--- src/rtl/bb3_pkg.sv ---
// bb3_pkg: types and constants shared by the 3x3 box blur modules.
// Depends on nothing; imported by the front, queue, back and top level.
`default_nettype none

package bb3_pkg;

    localparam int DEF_MAX_WIDTH    = 1024;
    localparam int DEF_MAX_HEIGHT   = 1024;
    localparam int FRAME_SIZE_RESET = 1024;

    localparam int CFG_W     = 11;
    localparam int CFG_IDX_W = 1;
    localparam int CHAN_W    = 8;
    localparam int PIX_W     = 3 * CHAN_W;
    localparam int WIN_CELLS = 9;

    localparam logic [CFG_IDX_W-1:0] REG_FRAME_WIDTH  = 1'b0;
    localparam logic [CFG_IDX_W-1:0] REG_FRAME_HEIGHT = 1'b1;

    localparam int QUEUE_DEPTH = 4;
    localparam int QPTR_W      = $clog2(QUEUE_DEPTH);
    localparam int QLVL_W      = $clog2(QUEUE_DEPTH + 1);

    typedef logic [PIX_W-1:0] t_pixel;

    // Position of the current input relative to the frame borders.
    typedef struct packed {
        logic xp;   // column at least 1
        logic c2;   // column at least 2
        logic xc;   // last column
        logic yp;   // row at least 1
        logic r2;   // row at least 2
        logic yc;   // last row
    } t_edge_flags;

    // Window snapshot plus border flags: all the back end needs for a pixel.
    typedef struct packed {
        t_pixel [WIN_CELLS-1:0] win;
        t_edge_flags            flags;
    } t_job;

    typedef struct packed {
        logic              empty;
        logic [QLVL_W-1:0] level;
    } t_q_status;

endpackage

`default_nettype wire

--- src/rtl/bb3_queue.sv ---
// bb3_queue: short job queue between the front and the back end.
// Depends on bb3_pkg for the job type and the depth.
`default_nettype none

module bb3_queue (
    input  logic               i_clk,
    input  logic               i_rst_n,
    input  logic               i_push,
    input  bb3_pkg::t_job      i_job,
    input  logic               i_pop,
    output bb3_pkg::t_job      o_head,
    output bb3_pkg::t_q_status o_status
);
    import bb3_pkg::*;

    t_job              r_entries [QUEUE_DEPTH];
    logic [QPTR_W-1:0] r_wr_ptr, r_rd_ptr;
    logic [QLVL_W-1:0] r_level, n_level;

    assign o_head          = r_entries[r_rd_ptr];
    assign o_status.level  = r_level;
    assign o_status.empty  = (r_level == '0);

    always_comb begin
        n_level = r_level;
        if (i_push && !i_pop) begin
            n_level = QLVL_W'(r_level + 1'b1);
        end else if (i_pop && !i_push) begin
            n_level = QLVL_W'(r_level - 1'b1);
        end
    end

    always_ff @(posedge i_clk) begin
        if (!i_rst_n) begin
            r_wr_ptr <= '0;
            r_rd_ptr <= '0;
            r_level  <= '0;
        end else begin
            r_level <= n_level;
            if (i_push) begin
                r_wr_ptr <= QPTR_W'(r_wr_ptr + 1'b1);
            end
            if (i_pop) begin
                r_rd_ptr <= QPTR_W'(r_rd_ptr + 1'b1);
            end
        end
    end

    always_ff @(posedge i_clk) begin
        if (i_push) begin
            r_entries[r_wr_ptr] <= i_job;
        end
    end

endmodule

`default_nettype wire

--- config.mk ---
export PLATFORM = sky130hd
export DESIGN_NAME = bb3_queue
export DESIGN_NICKNAME = d
export VERILOG_FILES = /design/src/rtl/bb3_pkg.sv /design/src/rtl/bb3_queue.sv
export SDC_FILE = /design/constraint.sdc
export NUM_CORES = 1
export LEC_CHECK = 0
export BUFFER_PORTS_ARGS = -buffer_cell sky130_fd_sc_hd__buf_2
export CAP_MARGIN = 20
export CORE_MARGIN = 5
export CORE_UTILIZATION = 28
export CTS_CLUSTER_DIAMETER = 50
export DETAILED_ROUTE_END_ITERATION = 10
export REMOVE_ABC_BUFFERS = 1
export SYNTH_ARGS = -nofsm -noshare
export SYNTH_HDL_FRONTEND = slang
export SYNTH_SLANG_ARGS = --single-unit
--- constraint.sdc ---
create_clock -name i_clk -period 8.9 [get_ports i_clk]
set_clock_uncertainty 0.15 [all_clocks]
set_input_delay 0.89 -clock i_clk [delete_from_list [all_inputs] [get_ports i_clk]]
set_output_delay 0.89 -clock i_clk [all_outputs]
set_load 0.01 [all_outputs]
======== Word level (Yosys, flattened, before mapping) ========
Memories as Yosys holds them, arrays and structs flattened. A register that Yosys moved wholly into a read port is not among the register bits.
Cells that the tools add are included.
storage, ports and cells
  memory bits (read-only) ................. 0
  logic and storage cells ................. 20
  output and inout bits ................... 226
  flip-flop bits (word level) ............. 7
  bits of input ports ..................... 226
  memory bits (writable) .................. 888
  bits in latches ......................... 0
  memories ................................ 1
operators by class
  divide/modulo/power cells ............... 0
  add/sub/neg operators ................... 4
  shifts and indexed selects .............. 0
  bitwise logic cells ..................... 0
  mux-type cells .......................... 6
  eq/ne operators ......................... 0
  order comparisons ....................... 0
  $mul .................................... 0
  reductions and logical operators ........ 6
memories
  name       depth  width  read ports  clocked after memory_dff  wr ports  RTL line         source
  r_entries  4      222    1           1                         1         bb3_queue.sv:16  t_job r_entries [QUEUE_DEPTH];
operators by type and width
  kind                                                                number
  3-bit 2-to-1 mux                                                    2
  2-bit by 1-bit adder with 2-bit output, second input constant       2
  2-bit 2-to-1 mux                                                    2
  3-bit by 1-bit adder with 3-bit output, second input constant       1
  3-bit zero test                                                     1
  3-bit by 1-bit subtractor with 3-bit output, second input constant  1
  1-bit logical AND                                                   2
  1-bit zero test                                                     2
  1-bit 2-to-1 mux                                                    2
  2-bit nonzero test                                                  1

======== Depth between registers and ports, before layout ========
  word-level depth ........................ 4
  gate-level depth with buffers ........... 7
  mapped depth without buffers ............ 7

======== Worst setup path after synthesis ========
Ideal clock, no wire load.
  path type ............................... input-to-reg
  start ................................... input port i_push
  end ..................................... memory r_entries[0][0] in the netlist's numbering (enable)
  stages .................................. 1
  setup slack ............................. 2.223 ns
  setup time .............................. 0.609 ns
  path buffers ............................ 0
  data arrival time ....................... 5.918 ns
  data required time ...................... 8.141 ns
  path through ............................ and2_1
on the way
  word-level cells in the longest chain between the ends .. 2
ends and longest elaborated chain
  what                                    RTL line         source
  start, declared                         bb3_queue.sv:8   input logic i_push,
  1-bit 2-to-1 mux                        bb3_queue.sv:50  if (i_push) begin
  1-bit 2-to-1 mux (not written as such)  bb3_queue.sv:51  r_entries[r_wr_ptr] <= i_job;
  end, declared                           bb3_queue.sv:16
No other way between the ends.

==> summary.txt <==
Yosys
  • Post-synthesis sequential area ratio: 0.827
  • Post-synthesis cell area: 0.0325 mm^2
  • Largest area contributor in the netlist: edfxtp_1
  • Post-synth ARST share: 0
  • Synth cell types: 19
  • Most used DFF post-synth: edfxtp_1
  • Syn Inst Count: 1202
  • Post-Syn Area per Cell: 27.0 um^2
  • Top cells by area in the synthesized netlist: edfxtp_1 82%, mux4_2 15%, buf_6 0.73%
  • EDFF count, synth: 888
  • Most frequent cell after synthesis: edfxtp_1
  • Share of the synthesized area in the top cell type: 0.821
  • Top post-synthesis cells by count: 888 x edfxtp_1, 222 x mux4_2, 24 x buf_2, 21 x buf_6
  • Seq cells post-synth: 897
  • Yosys warns: 0

Die
  • IO Count: 452
  • Width of the die: 351 um
  • Die Ht: 351 um
  • Core Rows: 125
  • Core area: 0.116 mm^2
  • Initial core utilization: 0.281
  • Die Footprint: 0.123 mm^2

Critical path
  • CP max-delay cell: dfxtp_4
  • Reg-to-Reg End: r_entries[1][129]$_DFFE_PP_
  • Crit Path Class: register to primary output
  • Top delay family on crit path: flip-flops
  • WP depth: 3
  • Reg-to-Reg Start: r_wr_ptr[0]$_SDFFE_PN0P_
  • Crit path required time: 7.86 ns
  • Worst r2r path cells: 4
  • CP bufs+invs: 2
  • Worst path cell trace: buf_12, mux4_2, buf_2
  • Crit path launch type: register
  • Signal arrival time at the worst endpoint: 3.13 ns
  • Max incr delay on CP: 0.75 ns
  • Flop2flop setup slack: 5.94 ns
  • Worst setup path endpoint: o_head[80]
  • Critical Path Sink Type: primary output
  • Crit Path Max Fanout: 100

Detailed routing
  • Drt pass-1 iters: 5
  • Initial DRC Count: 773
  • Residual DRC count: 0
  • Routed vias: 14500
  • Avg Vias per Cell: 4.35
  • Routed wire per std cell: 20.6 um
  • Post-DRT Antenna Nets: 0
  • Detailed Route WL: 68.8 mm

Clock tree
  • Root Buffer: clkbuf_16
  • Clock sinks: 897
  • CTS clk-pin slew, worst paths: 0.06 ns
  • # hold bufs at CTS: 0
  • CTS Buf Count: 98
  • Max Root-Sink Buffers: 3
  • Postcts setup bufs: 0
  • Clock Latency Late Sink: 0.63 ns
  • TritonCTS clock tree: built
  • Htree depth: 3
  • Post-CTS resize count: 0

STA
  • Tmin final: 4.17 ns
  • Fin crit share: 0.469
  • Worst-Margin Slew: 1.23 ns
  • Fmax: 240 MHz
  • Setup violations, final: 0
  • Slew HR: 0.179
  • Max-slew violations: 0
  • Final hold vios: 0
  • RSZ-0062 raised after global routing: false

Finish
  • NumNets Final: 1950
  • Post-layout util: 0.344
  • Share of cells above drive strength 1: 0.468
  • Fin cells: 3343
  • Filler cells: 10700
  • Layout area overhead: 22.6%

Power and ir drop
  • Worst IR Drop VDD: 0.159 mV
  • Pwr Density: 247 mW/mm^2
  • Leakage power: 13.1 nW

GRT
  • M1 GR Usage: 0.126
  • Met3 global-route usage: 0.0411
  • Antenna violations before repair: 27
  • Vias in the first global route: 15900
  • Total Routing Usage GR: 0.108
  • GRT Max-Usage Layer: met2
  • First-pass GRT wire length: 101 mm
  • Largest net degree at the start of global routing: 119
  • Met2 Usage GRT: 0.186
  • Global route total overflow: 0

Placed design
  • Dpl cells: 3142
  • Port bufs: 451
  • DP HPWL: 42.4 mm
  • Routability cong.: 0.721

Flow run
  • Maxcap violations: 0

Hold path
  • Hold WC Path Type: input pin to register

Status
  • Status: completed
==> logic make-up (layout without fill, tap and decap cells) <==
| logic type | after synthesis | in the layout | synth area share |
|---|---|---|---|
| XOR/XNOR | 5 | 5 | 0.00135 |
| AND/OR/NAND/NOR | 14 | 14 | 0.00258 |
| adder cells (fa/ha/maj) | 6 | 6 | 0.00254 |
| flip-flops | 897 | 897 | 0.827 |
| multiplexers | 224 | 224 | 0.155 |
| other | 0 | 17 | 0 |
| AO/OA/AOI/OAI | 2 | 2 | 0.000385 |
| buffers and inverters | 54 | 654 | 0.0120 |
==> power by group <==
group,internal [mW],total [mW],switching (mW)
registers,4.86,4.92,0.0564
clock network,2.42,4.04,1.62
logic,0.389,0.883,0.493
total,7.67,9.84,2.17
==> routing by layer <==
| metal | wire [um] | vias to the layer above |
|---|---|---|
| met1 | 25800 | 7672 |
| met4 | 1340 | 18 |
| met5 | 131 | - |
| met2 | 35800 | 436 |
| met3 | 5700 | 111 |
| li1 | - | 6298 |
==> flip-flops by register name, summed over array words and instances (netlist names), named ones only <==
| signal | count |
|---|---|
| r_entries | 888 |
| r_level | 3 |
| r_rd_ptr | 2 |
| r_wr_ptr | 2 |
==> per-stage QoR <==
step	TNS, ns	hold slack, ns	setup WS, ns	cell area (um^2)	power (mW)
2_1_floorplan	-463.13	0.371	-2.09	32100	5.61
6_report	0	0.292	4.73	39800	9.84
5_1_grt	0	0.224	4.45	39800	10.2
3_5_place_dp	0	0.398	5.32	36500	5.92
3_3_place_gp	0	0.351	5.34	36500	5.89
4_1_cts	0	0.202	4.59	39800	10.0
==> layout make-up <==
cell class,instances,area [um^2],area share
multi-input cells,251,5250,0.132
clock inverters,65,744,0.0187
repair buffers,466,2460,0.0617
diodes,17,42.5,0.00107
flip-flops and latches,897,26900,0.674
well taps,1524,1910,0.0479
inverters,4,15.0,0.000377
clock buffers,119,2550,0.0641
==> placed cells by master (no fill, tap or decap), types with 2 or more instances in the layout <==
cell	netlist	routed
inv_1	4	4
and2_4	0	4
clkinv_1	0	15
xor2_1	3	3
xnor2_1	2	2
clkinv_4	0	3
clkinvlp_4	0	6
nor2b_1	2	2
buf_12	0	7
edfxtp_1	888	888
ha_1	5	5
buf_4	0	8
clkbuf_1	5	20
mux2i_1	2	2
inv_6	0	6
mux4_2	222	222
clkinv_2	0	17
clkbuf_16	0	99
clkinv_16	0	2
inv_8	0	2
dfxtp_4	0	2
buf_2	24	451
diode_2	0	17
dfxtp_1	9	7
and2_1	9	5
bufinv_16	0	12
==> worst min path at each step <==
stage	from	to	slack, ns	cells after the start
after floorplan	r_level[2]$_SDFFE_PN0P_	r_level[2]$_SDFFE_PN0P_	0.37	2
after global placement	r_level[2]$_SDFFE_PN0P_	r_level[2]$_SDFFE_PN0P_	0.35	2
after detailed placement	r_level[2]$_SDFFE_PN0P_	r_level[2]$_SDFFE_PN0P_	0.40	2
after CTS	i_job[157]	r_entries[3][157]$_DFFE_PP_	0.20	1
after global routing	i_job[137]	r_entries[0][137]$_DFFE_PP_	0.22	1
final	i_job[188]	r_entries[0][188]$_DFFE_PP_	0.29	1
(Power assumes the default switching activity.)
