--- config.mk ---
export PLATFORM = sky130hd
export DESIGN_NAME = bb3_back
export DESIGN_NICKNAME = d
export VERILOG_FILES = /design/src/rtl/bb3_pkg.sv /design/src/rtl/bb3_back.sv
export SDC_FILE = /design/constraint.sdc
export NUM_CORES = 2
export LEC_CHECK = 0
export BUFFER_PORTS_ARGS = -buffer_cell sky130_fd_sc_hd__buf_2
export CAP_MARGIN = 20
export CORE_ASPECT_RATIO = 1.75
export CORE_MARGIN = 2
export CORE_UTILIZATION = 65
export CTS_CLUSTER_SIZE = 25
export DETAILED_ROUTE_END_ITERATION = 7
export PLACE_DENSITY = 0.86
export SLEW_MARGIN = 20
export SYNTH_ARGS = -nofsm -noshare
export SYNTH_HDL_FRONTEND = slang
export SYNTH_SLANG_ARGS = --single-unit
--- constraint.sdc ---
create_clock -name i_clk -period 15.7 [get_ports i_clk]
set_input_delay 0.785 -clock i_clk [delete_from_list [all_inputs] [get_ports i_clk]]
set_output_delay 0.785 -clock i_clk [all_outputs]
set_load 0.01 [all_outputs]
--- src/rtl/bb3_pkg.sv ---
// bb3_pkg: types and constants shared by the 3x3 box blur modules.
// Depends on nothing; imported by the front, queue, back and top level.
`default_nettype none

package bb3_pkg;

    localparam int DEF_MAX_WIDTH    = 1024;
    localparam int DEF_MAX_HEIGHT   = 1024;
    localparam int FRAME_SIZE_RESET = 1024;

    localparam int CFG_W     = 11;
    localparam int CFG_IDX_W = 1;
    localparam int CHAN_W    = 8;
    localparam int PIX_W     = 3 * CHAN_W;
    localparam int WIN_CELLS = 9;

    localparam logic [CFG_IDX_W-1:0] REG_FRAME_WIDTH  = 1'b0;
    localparam logic [CFG_IDX_W-1:0] REG_FRAME_HEIGHT = 1'b1;

    localparam int QUEUE_DEPTH = 4;
    localparam int QPTR_W      = $clog2(QUEUE_DEPTH);
    localparam int QLVL_W      = $clog2(QUEUE_DEPTH + 1);

    typedef logic [PIX_W-1:0] t_pixel;

    // Position of the current input relative to the frame borders.
    typedef struct packed {
        logic xp;   // column at least 1
        logic c2;   // column at least 2
        logic xc;   // last column
        logic yp;   // row at least 1
        logic r2;   // row at least 2
        logic yc;   // last row
    } t_edge_flags;

    // Window snapshot plus border flags: all the back end needs for a pixel.
    typedef struct packed {
        t_pixel [WIN_CELLS-1:0] win;
        t_edge_flags            flags;
    } t_job;

    typedef struct packed {
        logic              empty;
        logic [QLVL_W-1:0] level;
    } t_q_status;

endpackage

`default_nettype wire

--- src/rtl/bb3_back.sv ---
// bb3_back: walks the results of each job, sums the clipped window and
// divides by the pixel count. Depends on bb3_pkg.
`default_nettype none

module bb3_back (
    input  logic                       i_clk,
    input  logic                       i_rst_n,
    input  bb3_pkg::t_job              i_head,
    input  bb3_pkg::t_q_status         i_status,
    output logic                       o_pop,
    output logic                       o_out_valid,
    input  logic                       i_out_stall,
    output logic [bb3_pkg::CHAN_W-1:0] o_out_red,
    output logic [bb3_pkg::CHAN_W-1:0] o_out_green,
    output logic [bb3_pkg::CHAN_W-1:0] o_out_blue,
    output logic                       o_out_run_last,
    output logic                       o_out_frame_last
);
    import bb3_pkg::*;

    localparam int SUM_W       = $clog2(WIN_CELLS * ((1 << CHAN_W) - 1) + 5);
    localparam int MULT_W      = 16;
    localparam int RECIP_SHIFT = 15;
    localparam int PROD_W      = SUM_W + MULT_W;
    localparam int CNT_W       = 4;

    // Result order within one job: upper-left, then down, then right.
    localparam logic [1:0] SEL_PREV_PREV = 2'd0;
    localparam logic [1:0] SEL_PREV_CUR  = 2'd1;
    localparam logic [1:0] SEL_CUR_PREV  = 2'd2;
    localparam logic [1:0] SEL_CUR_CUR   = 2'd3;

    typedef struct packed {
        logic [1:0]        shift;
        logic [MULT_W-1:0] mult;
    } t_div;

    // Count is 2^k * 3^m; shift out the power of two, then multiply by one or
    // by a reciprocal of 3 or 9 that is exact over the whole sum range.
    function automatic t_div div_of(input logic [CNT_W-1:0] cnt);
        t_div d;
        case (cnt)
            4'd2:    begin d.shift = 2'd1; d.mult = MULT_W'(32768); end
            4'd3:    begin d.shift = 2'd0; d.mult = MULT_W'(10923); end
            4'd4:    begin d.shift = 2'd2; d.mult = MULT_W'(32768); end
            4'd6:    begin d.shift = 2'd1; d.mult = MULT_W'(10923); end
            4'd9:    begin d.shift = 2'd0; d.mult = MULT_W'(3641);  end
            default: begin d.shift = 2'd0; d.mult = MULT_W'(32768); end
        endcase
        return d;
    endfunction

    logic       en, emit, last;
    logic [3:0] avail, pend, pick, r_done;
    logic [1:0] sel;
    logic [2:0] cmask, rmask;
    logic [1:0] ncol, nrow;
    logic [SUM_W-1:0] sums [3];

    logic                   r_s1_valid;
    logic [SUM_W-1:0]       r_s1_sum [3];
    logic [CNT_W-1:0]       r_s1_cnt;
    logic                   r_s1_run_last, r_s1_frame_last;

    logic                   r_s2_valid;
    logic [PROD_W-1:0]      r_s2_prod [3];
    logic [PROD_W-1:0]      n_prod [3];
    logic                   r_s2_run_last, r_s2_frame_last;
    t_div                   div;

    logic                   r_out_valid;
    logic [CHAN_W-1:0]      r_out_chan [3];
    logic                   r_out_run_last, r_out_frame_last;

    // The whole back end advances unless a finished result is held.
    assign en   = !(r_out_valid && i_out_stall);
    assign emit = en && !i_status.empty;

    assign avail = {i_head.flags.xc && i_head.flags.yc, i_head.flags.xc && i_head.flags.yp,
                    i_head.flags.xp && i_head.flags.yc, i_head.flags.xp && i_head.flags.yp};
    assign pend  = avail & ~r_done;

    always_comb begin
        if (pend[0]) begin
            sel = SEL_PREV_PREV;
        end else if (pend[1]) begin
            sel = SEL_PREV_CUR;
        end else if (pend[2]) begin
            sel = SEL_CUR_PREV;
        end else begin
            sel = SEL_CUR_CUR;
        end
    end

    assign pick  = 4'(1) << sel;
    assign last  = ((pend & ~pick) == '0);
    assign o_pop = emit && last;

    // Columns of the window (oldest first) and rows (oldest first) that
    // fall inside the frame for the chosen output position.
    assign cmask = sel[1] ? {1'b1, i_head.flags.xp, 1'b0} : {1'b1, 1'b1, i_head.flags.c2};
    assign rmask = sel[0] ? {1'b1, i_head.flags.yp, 1'b0} : {1'b1, 1'b1, i_head.flags.r2};
    assign ncol  = 2'(cmask[0]) + 2'(cmask[1]) + 2'(cmask[2]);
    assign nrow  = 2'(rmask[0]) + 2'(rmask[1]) + 2'(rmask[2]);

    always_comb begin
        for (int ch = 0; ch < 3; ch++) begin
            sums[ch] = '0;
            for (int ia = 0; ia < 3; ia++) begin
                for (int ib = 0; ib < 3; ib++) begin
                    if (cmask[ia] && rmask[ib]) begin
                        sums[ch] = SUM_W'(sums[ch]
                                   + SUM_W'(i_head.win[ia*3+ib][(2-ch)*CHAN_W +: CHAN_W]));
                    end
                end
            end
        end
    end

    assign div = div_of(r_s1_cnt);

    always_comb begin
        for (int ch = 0; ch < 3; ch++) begin
            n_prod[ch] = PROD_W'(SUM_W'(r_s1_sum[ch] + SUM_W'(r_s1_cnt >> 1)) >> div.shift)
                         * PROD_W'(div.mult);
        end
    end

    always_ff @(posedge i_clk) begin
        if (!i_rst_n) begin
            r_done      <= '0;
            r_s1_valid  <= 1'b0;
            r_s2_valid  <= 1'b0;
            r_out_valid <= 1'b0;
        end else if (en) begin
            r_s1_valid  <= !i_status.empty;
            r_s2_valid  <= r_s1_valid;
            r_out_valid <= r_s2_valid;
            if (emit) begin
                r_done <= last ? '0 : (r_done | pick);
            end
        end
    end

    always_ff @(posedge i_clk) begin
        if (en) begin
            r_s1_sum        <= sums;
            r_s1_cnt        <= CNT_W'(ncol) * CNT_W'(nrow);
            r_s1_run_last   <= last;
            r_s1_frame_last <= (sel == SEL_CUR_CUR);

            r_s2_prod       <= n_prod;
            r_s2_run_last   <= r_s1_run_last;
            r_s2_frame_last <= r_s1_frame_last;

            for (int ch = 0; ch < 3; ch++) begin
                r_out_chan[ch] <= r_s2_prod[ch][RECIP_SHIFT +: CHAN_W];
            end
            r_out_run_last   <= r_s2_run_last;
            r_out_frame_last <= r_s2_frame_last;
        end
    end

    assign o_out_valid      = r_out_valid;
    assign o_out_red        = r_out_chan[0];
    assign o_out_green      = r_out_chan[1];
    assign o_out_blue       = r_out_chan[2];
    assign o_out_run_last   = r_out_run_last;
    assign o_out_frame_last = r_out_frame_last;

endmodule

`default_nettype wire

# --- Yosys cells after proc, flatten, opt, wreduce, memory -nomap -nowiden ---
# Memory sizes are Yosys's and may differ from the RTL's.
# Cells that the tools add are included.
totals:
  ff_bits: 122
  latch_bits: 0
  ram_bits: 24
  rom_bits: 0
  output_inout_bits: 28
  mem_count: 1
memory_table:
  columns: ["memory", "depth", "width", "read_ports", "rd_clocked_by_memory_dff", "write_ports", "line", "source"]
  rows:
  - ["r_out_chan", 3, 8, 3, 0, 3, "bb3_back.sv:72", "logic [CHAN_W-1:0] r_out_chan [3];"]
classes:
  addsub: 31
  mul: 4
  div_mod_pow: 0
  magnitude_cmp: 0
  n_eq_ne: 6
  shift: 4
  mux: 35
  bitwise: 6
  n_reduce_logical: 20
ops:
  columns: ["op", "n"]
  rows:
  - ["$add A12 B8 Y12", 24]
  - ["$mux W12", 24]
  - ["$pmux W18 S5", 1]
  - ["$mul A28 B16 Y23", 3]
  - ["$shr A12 B2 Y28", 3]
  - ["$add A12 B3 Y12", 3]
  - ["$mux W8", 3]
  - ["$logic_and A1 B1 Y1", 11]
  - ["$and A4 B4 Y4", 2]
  - ["$eq A4 B2 Y1 const B", 2]
  - ["$eq A4 B3 Y1 const B", 2]
  - ["$mux W2", 4]
  - ["$not A4 Y4", 2]
  - ["$add A1 B1 Y2", 2]
  - ["$add A2 B1 Y2 const B", 2]
  - ["$eq A4 B4 Y1 const B", 1]
  - ["$logic_not A4 Y1", 1]
  - ["$mul A2 B2 Y4", 1]
  - ["$mux W4", 1]
  - ["$or A4 B4 Y4", 1]
  - ["$shl A1 B2 Y4 const A", 1]
  - ["$eq A2 B2 Y1 const B", 1]
  - ["$logic_and A1 B1 Y1 const A", 2]
  - ["$logic_and A1 B1 Y1 const B", 2]
  - ["5 further kinds", 7]

# --- Longest topological paths before layout ---
depth:
  word_depth: 24
  ltp_mapped: 55
  depth_no_buf: 50

# --- Worst setup path after synthesis ---
# OpenSTA, ideal clock, no wires.
synth_path:
  path_type: "input to register"
  from: "in i_head[2] (netlist bit)"
  to: "reg r_s1_sum[22] (netlist bit) (data pin)"
  arrival_time_ps: 9772
  path_slack_ps: 5667
  cell_stages: 50
  path_buffers: 5
  cell_sequence: "buf_6 > and3b_1 > buf_4 > a32o_4 > clkbuf_1 > clkbuf_1 > clkbuf_1 > and3_1 > ha_1 > inv_1 > fa_1 > xor2_1 > xnor2_1 > nor2_1 > ha_1 > a21o_1 > a21o_1 > xnor2_1 > [14 not listed] > o31ai_1 > nand2_1 > a21oi_1 > ha_1 > a21boi_0 > o31ai_1 > ha_1 > or3_1 > a21oi_1 > o21ba_2 > ha_1 > inv_1 > o21bai_1 > a21oi_1 > nor2_1 > maj3_1 > mux2i_1 > xnor2_1"
synth_rtl:
  columns: ["element", "line", "source"]
  rows:
  - ["from (decl)", "bb3_back.sv:8", "input bb3_pkg::t_job i_head,"]
  - ["to (signal assigned)", "bb3_back.sv:147", "r_s1_sum <= sums;"]
  - ["to (decl)", "bb3_back.sv:61", "logic [SUM_W-1:0] r_s1_sum [3];"]

==> results.toml <==
[placed_design]
pre_cts_slack_ps = 3950
place_congestion = 0.987
placedCellCount = 3834
io_buffers = 253
dp_hpwl_mm = 62.8

[flow_run]
drv_cap = 0

[power_and_ir_drop]
p_leak_nw = 14.8
ir_drop_uv = 75.3
p_total_mw = 3.63
power_density_nw_per_um2 = 127

[min_path]
whs_endpoint = "r_out_chan[0][14]$_DFFE_PN_"
worstHoldStart = "r_s2_prod[49]$_DFFE_PN_"
hold_depth = 0
holdCritPathClass = "flip-flop to flip-flop"

[floorplan]
die_area_um2 = 42400
die_y_um = 271
ios = 257
start_util_pct = 66.0
fp-row-count = 97
die_w_um = 156
core_um2 = 40100

[sta]
hold_viol_final = 0
rsz0062_at_grt = "false"
fin_crit_sh_pct = 73.5
fin_worst_skew_ps = 18.4
maxSlewHeadroom_pct = 33.6
fmax_mhz = 86.7
fin_crit_ps = 11540
setup_tns_ps = 0
worst_slack_ps = 4160
worst_pin_slew_ps = 995
drv_slew = 0
setup_viol = 0

[cells_and_area]
drive_gt1_share_pct = 10.3
finalNetCount = 4312
fin_util_pct = 71.3
syn_to_final_growth_pct = 7.93
layoutNonFillerInstCount = 3864

[clock_network]
clk_path_buf_depth = 2
cts_tree = "done"
post_cts_resized = 0
clkLatencyLatePin_ps = 380
cts.clk_slew.worst_paths_ps = 70
cts_sinks = 101
root_buffer = "clkbuf_16"
post_cts_buffers = 0
ctsHoldBuffers = 0
cts-buffers-inserted = 9
htreeDepth = 3

[synthesis]
avgSynthCellArea_um2 = 8.43
synthFlopType = "edfxtp_1"
yosysSeqAreaShare_pct = 11.2
async_flop_share_pct = 0
synth_area_leaders = "ha_1 23%, fa_1 19%, edfxtp_1 11%, inv_1 6.8%, nor2_1 5.1%"
ys_ff_latch = 101
syn_nets = 4100
synth_top_cell_by_area = "ha_1"
yosysTopAreaCellShare_pct = 22.8
synth_edf_count = 94
synth.distinct_cells = 91
syn_inst = 3138
netlist_area_um2 = 26400
ys_warn_count = 0

[global_routing]
grt_pass1_vias = 24700
antenna_found_initial = 20
grtUsageTotal_pct = 35.3
grt_pass1_wl_mm = 118
grt_overflow = 0
grt_max_degree = 69

[setup_path]
crit_top_cell = "ha_1"
cpPeakStageDelay_ps = 590
end_kind = "flip-flop"
r2r-end = "r_s1_sum[22]$_DFFE_PN_"
reg2reg_from = "r_done[2]$_SDFFE_PN0P_"
r2r_slack_ps = 4860
r2r.worst_path.cells = 42
start_kind = "input pin"
crit_slowest_cell = "a32o_4"
worstPathRequired_ps = 15820
critPathTopFamily = "compound AO/OA/AOI/OAI gates"
cp.arrival_ps = 11660
path_buf_inv = 6
cp_max_fo = 50
worstSetupPathType = "input pin to flip-flop"

[drt]
ant_nets = 0
drtIter0Drc = 1119
via_per_inst = 5.99
drc = 0
wl_mm = 72.5
vias = 23200
dr.pass1.iters = 6
detail_route.wl_per_cell_um = 18.8

[status]
outcome = "completed"
-- cell usage in the layout (no fill, tap or decap), types with 13 or more instances in the layout --
cell type and n:
a211oi_1 34, a21boi_0 17, a21o_1 70, a21oi_1 224, a31oi_1 18, and2_1 21
and3_1 41, buf_2 253, buf_4 20, diode_2 14, edfxtp_1 94, fa_1 252
ha_1 481, inv_1 480, mux2_2 14, nand2_1 170, nand2b_1 27, nand3_1 47
nand4_1 15, nor2_1 359, nor2b_1 42, nor3_1 51, o21a_1 37, o21ai_0 128
o21bai_1 32, o22ai_1 16, o31ai_1 27, or2_2 14, or3_1 13, xnor2_1 123
xor2_1 68
-- worst reg2reg max path, delay by kind of cell, from the launching register on --
kind,cells,cell delay (ps)
flip-flops,1,320
adder cells (fa/ha/maj),8,2720
XOR/XNOR,3,470
AND/OR/NAND/NOR,8,1880
multiplexers,2,460
AO/OA/AOI/OAI,17,4090
buffers and inverters,4,610
-- cells in the mapped netlist, types with 16 or more instances --
library cell    n
ha_1          481
inv_1         480
nor2_1        359
fa_1          252
a21oi_1       224
nand2_1       171
o21ai_0       129
xnor2_1       123
edfxtp_1       94
a21o_1         70
xor2_1         68
clkbuf_1       56
nor3_1         51
nand3_1        47
nor2b_1        42
and3_1         41
o21a_1         37
a211oi_1       34
o21bai_1       32
nand2b_1       27
o31ai_1        27
and2_1         21
a31oi_1        18
a21boi_0       17
o22ai_1        16
-- flip-flops by register name (all words and copies together) (netlist names) --
name and flops:
r_s2_run_last 1, r_out_chan 24, o_out_run_last 1, r_s2_frame_last 1, r_s2_valid 1, o_out_valid 1
o_out_frame_last 1, r_s1_sum 36, r_s1_valid 1, r_s2_prod 24, r_done 4, r_s1_run_last 1
r_s1_cnt 4, r_s1_frame_last 1
-- worst max path at each step --
| stage | cells after the start | start | to |
|---|---|---|---|
| finish | 44 | i_head[2] | r_s1_sum[22]$_DFFE_PN_ |
| global route | 44 | i_head[2] | r_s1_sum[22]$_DFFE_PN_ |
| CTS | 44 | i_head[2] | r_s1_sum[22]$_DFFE_PN_ |
| detailed placement | 48 | i_head[2] | r_s1_sum[22]$_DFFE_PN_ |
| global placement | 44 | i_head[2] | r_s1_sum[22]$_DFFE_PN_ |
| floorplan | 50 | i_head[2] | r_s1_sum[22]$_DFFE_PN_ |
-- area by class of cell --
| cell class | count | area [um^2] |
|---|---|---|
| inverters | 483 | 1810 |
| repair buffers | 273 | 1420 |
| fillers | 3306 | 11500 |
| clock buffers | 12 | 246 |
| clock inverters | 4 | 48.8 |
| multi-input cells | 2482 | 21400 |
| diodes | 14 | 35.0 |
| flip-flops and latches | 101 | 2960 |
| well taps | 495 | 619 |
-- through the flow --
stage	hold WS, ps	cell area (um^2)
floorplan	400	26400
global placement	400	28200
detailed placement	405	28200
CTS	422	28500
global route	429	28500
finish	423	28500
-- report_power, final --
part,internal (mW),leakage (nW),switching [mW]
registers,0.471,1.07,0.0852
logic,1.18,13.6,1.66
clock network,0.128,0.147,0.109
total,1.78,14.8,1.85
-- routing by layer --
layer  up-vias  global-route usage, %  share of wire (%)  wire length, um
met1     10900                   32.8                 33            23700
li1      11200                      -                  -                -
met3       336                   5.61                4.4             3180
met2       765                   66.7                 53            38700
met5         -                      0               0.13               97
met4        16                   28.0                9.4             6810
-- kinds of logic after synthesis --
logic type,after synthesis,synth area share (%)
buffers and inverters,555,7.93
AO/OA/AOI/OAI,688,16.7
XOR/XNOR,195,6.62
adder cells (fa/ha/maj),736,42.0
AND/OR/NAND/NOR,840,14.7
flip-flops,101,11.2
multiplexers,23,0.937
Power figures use the tool's default switching activity.
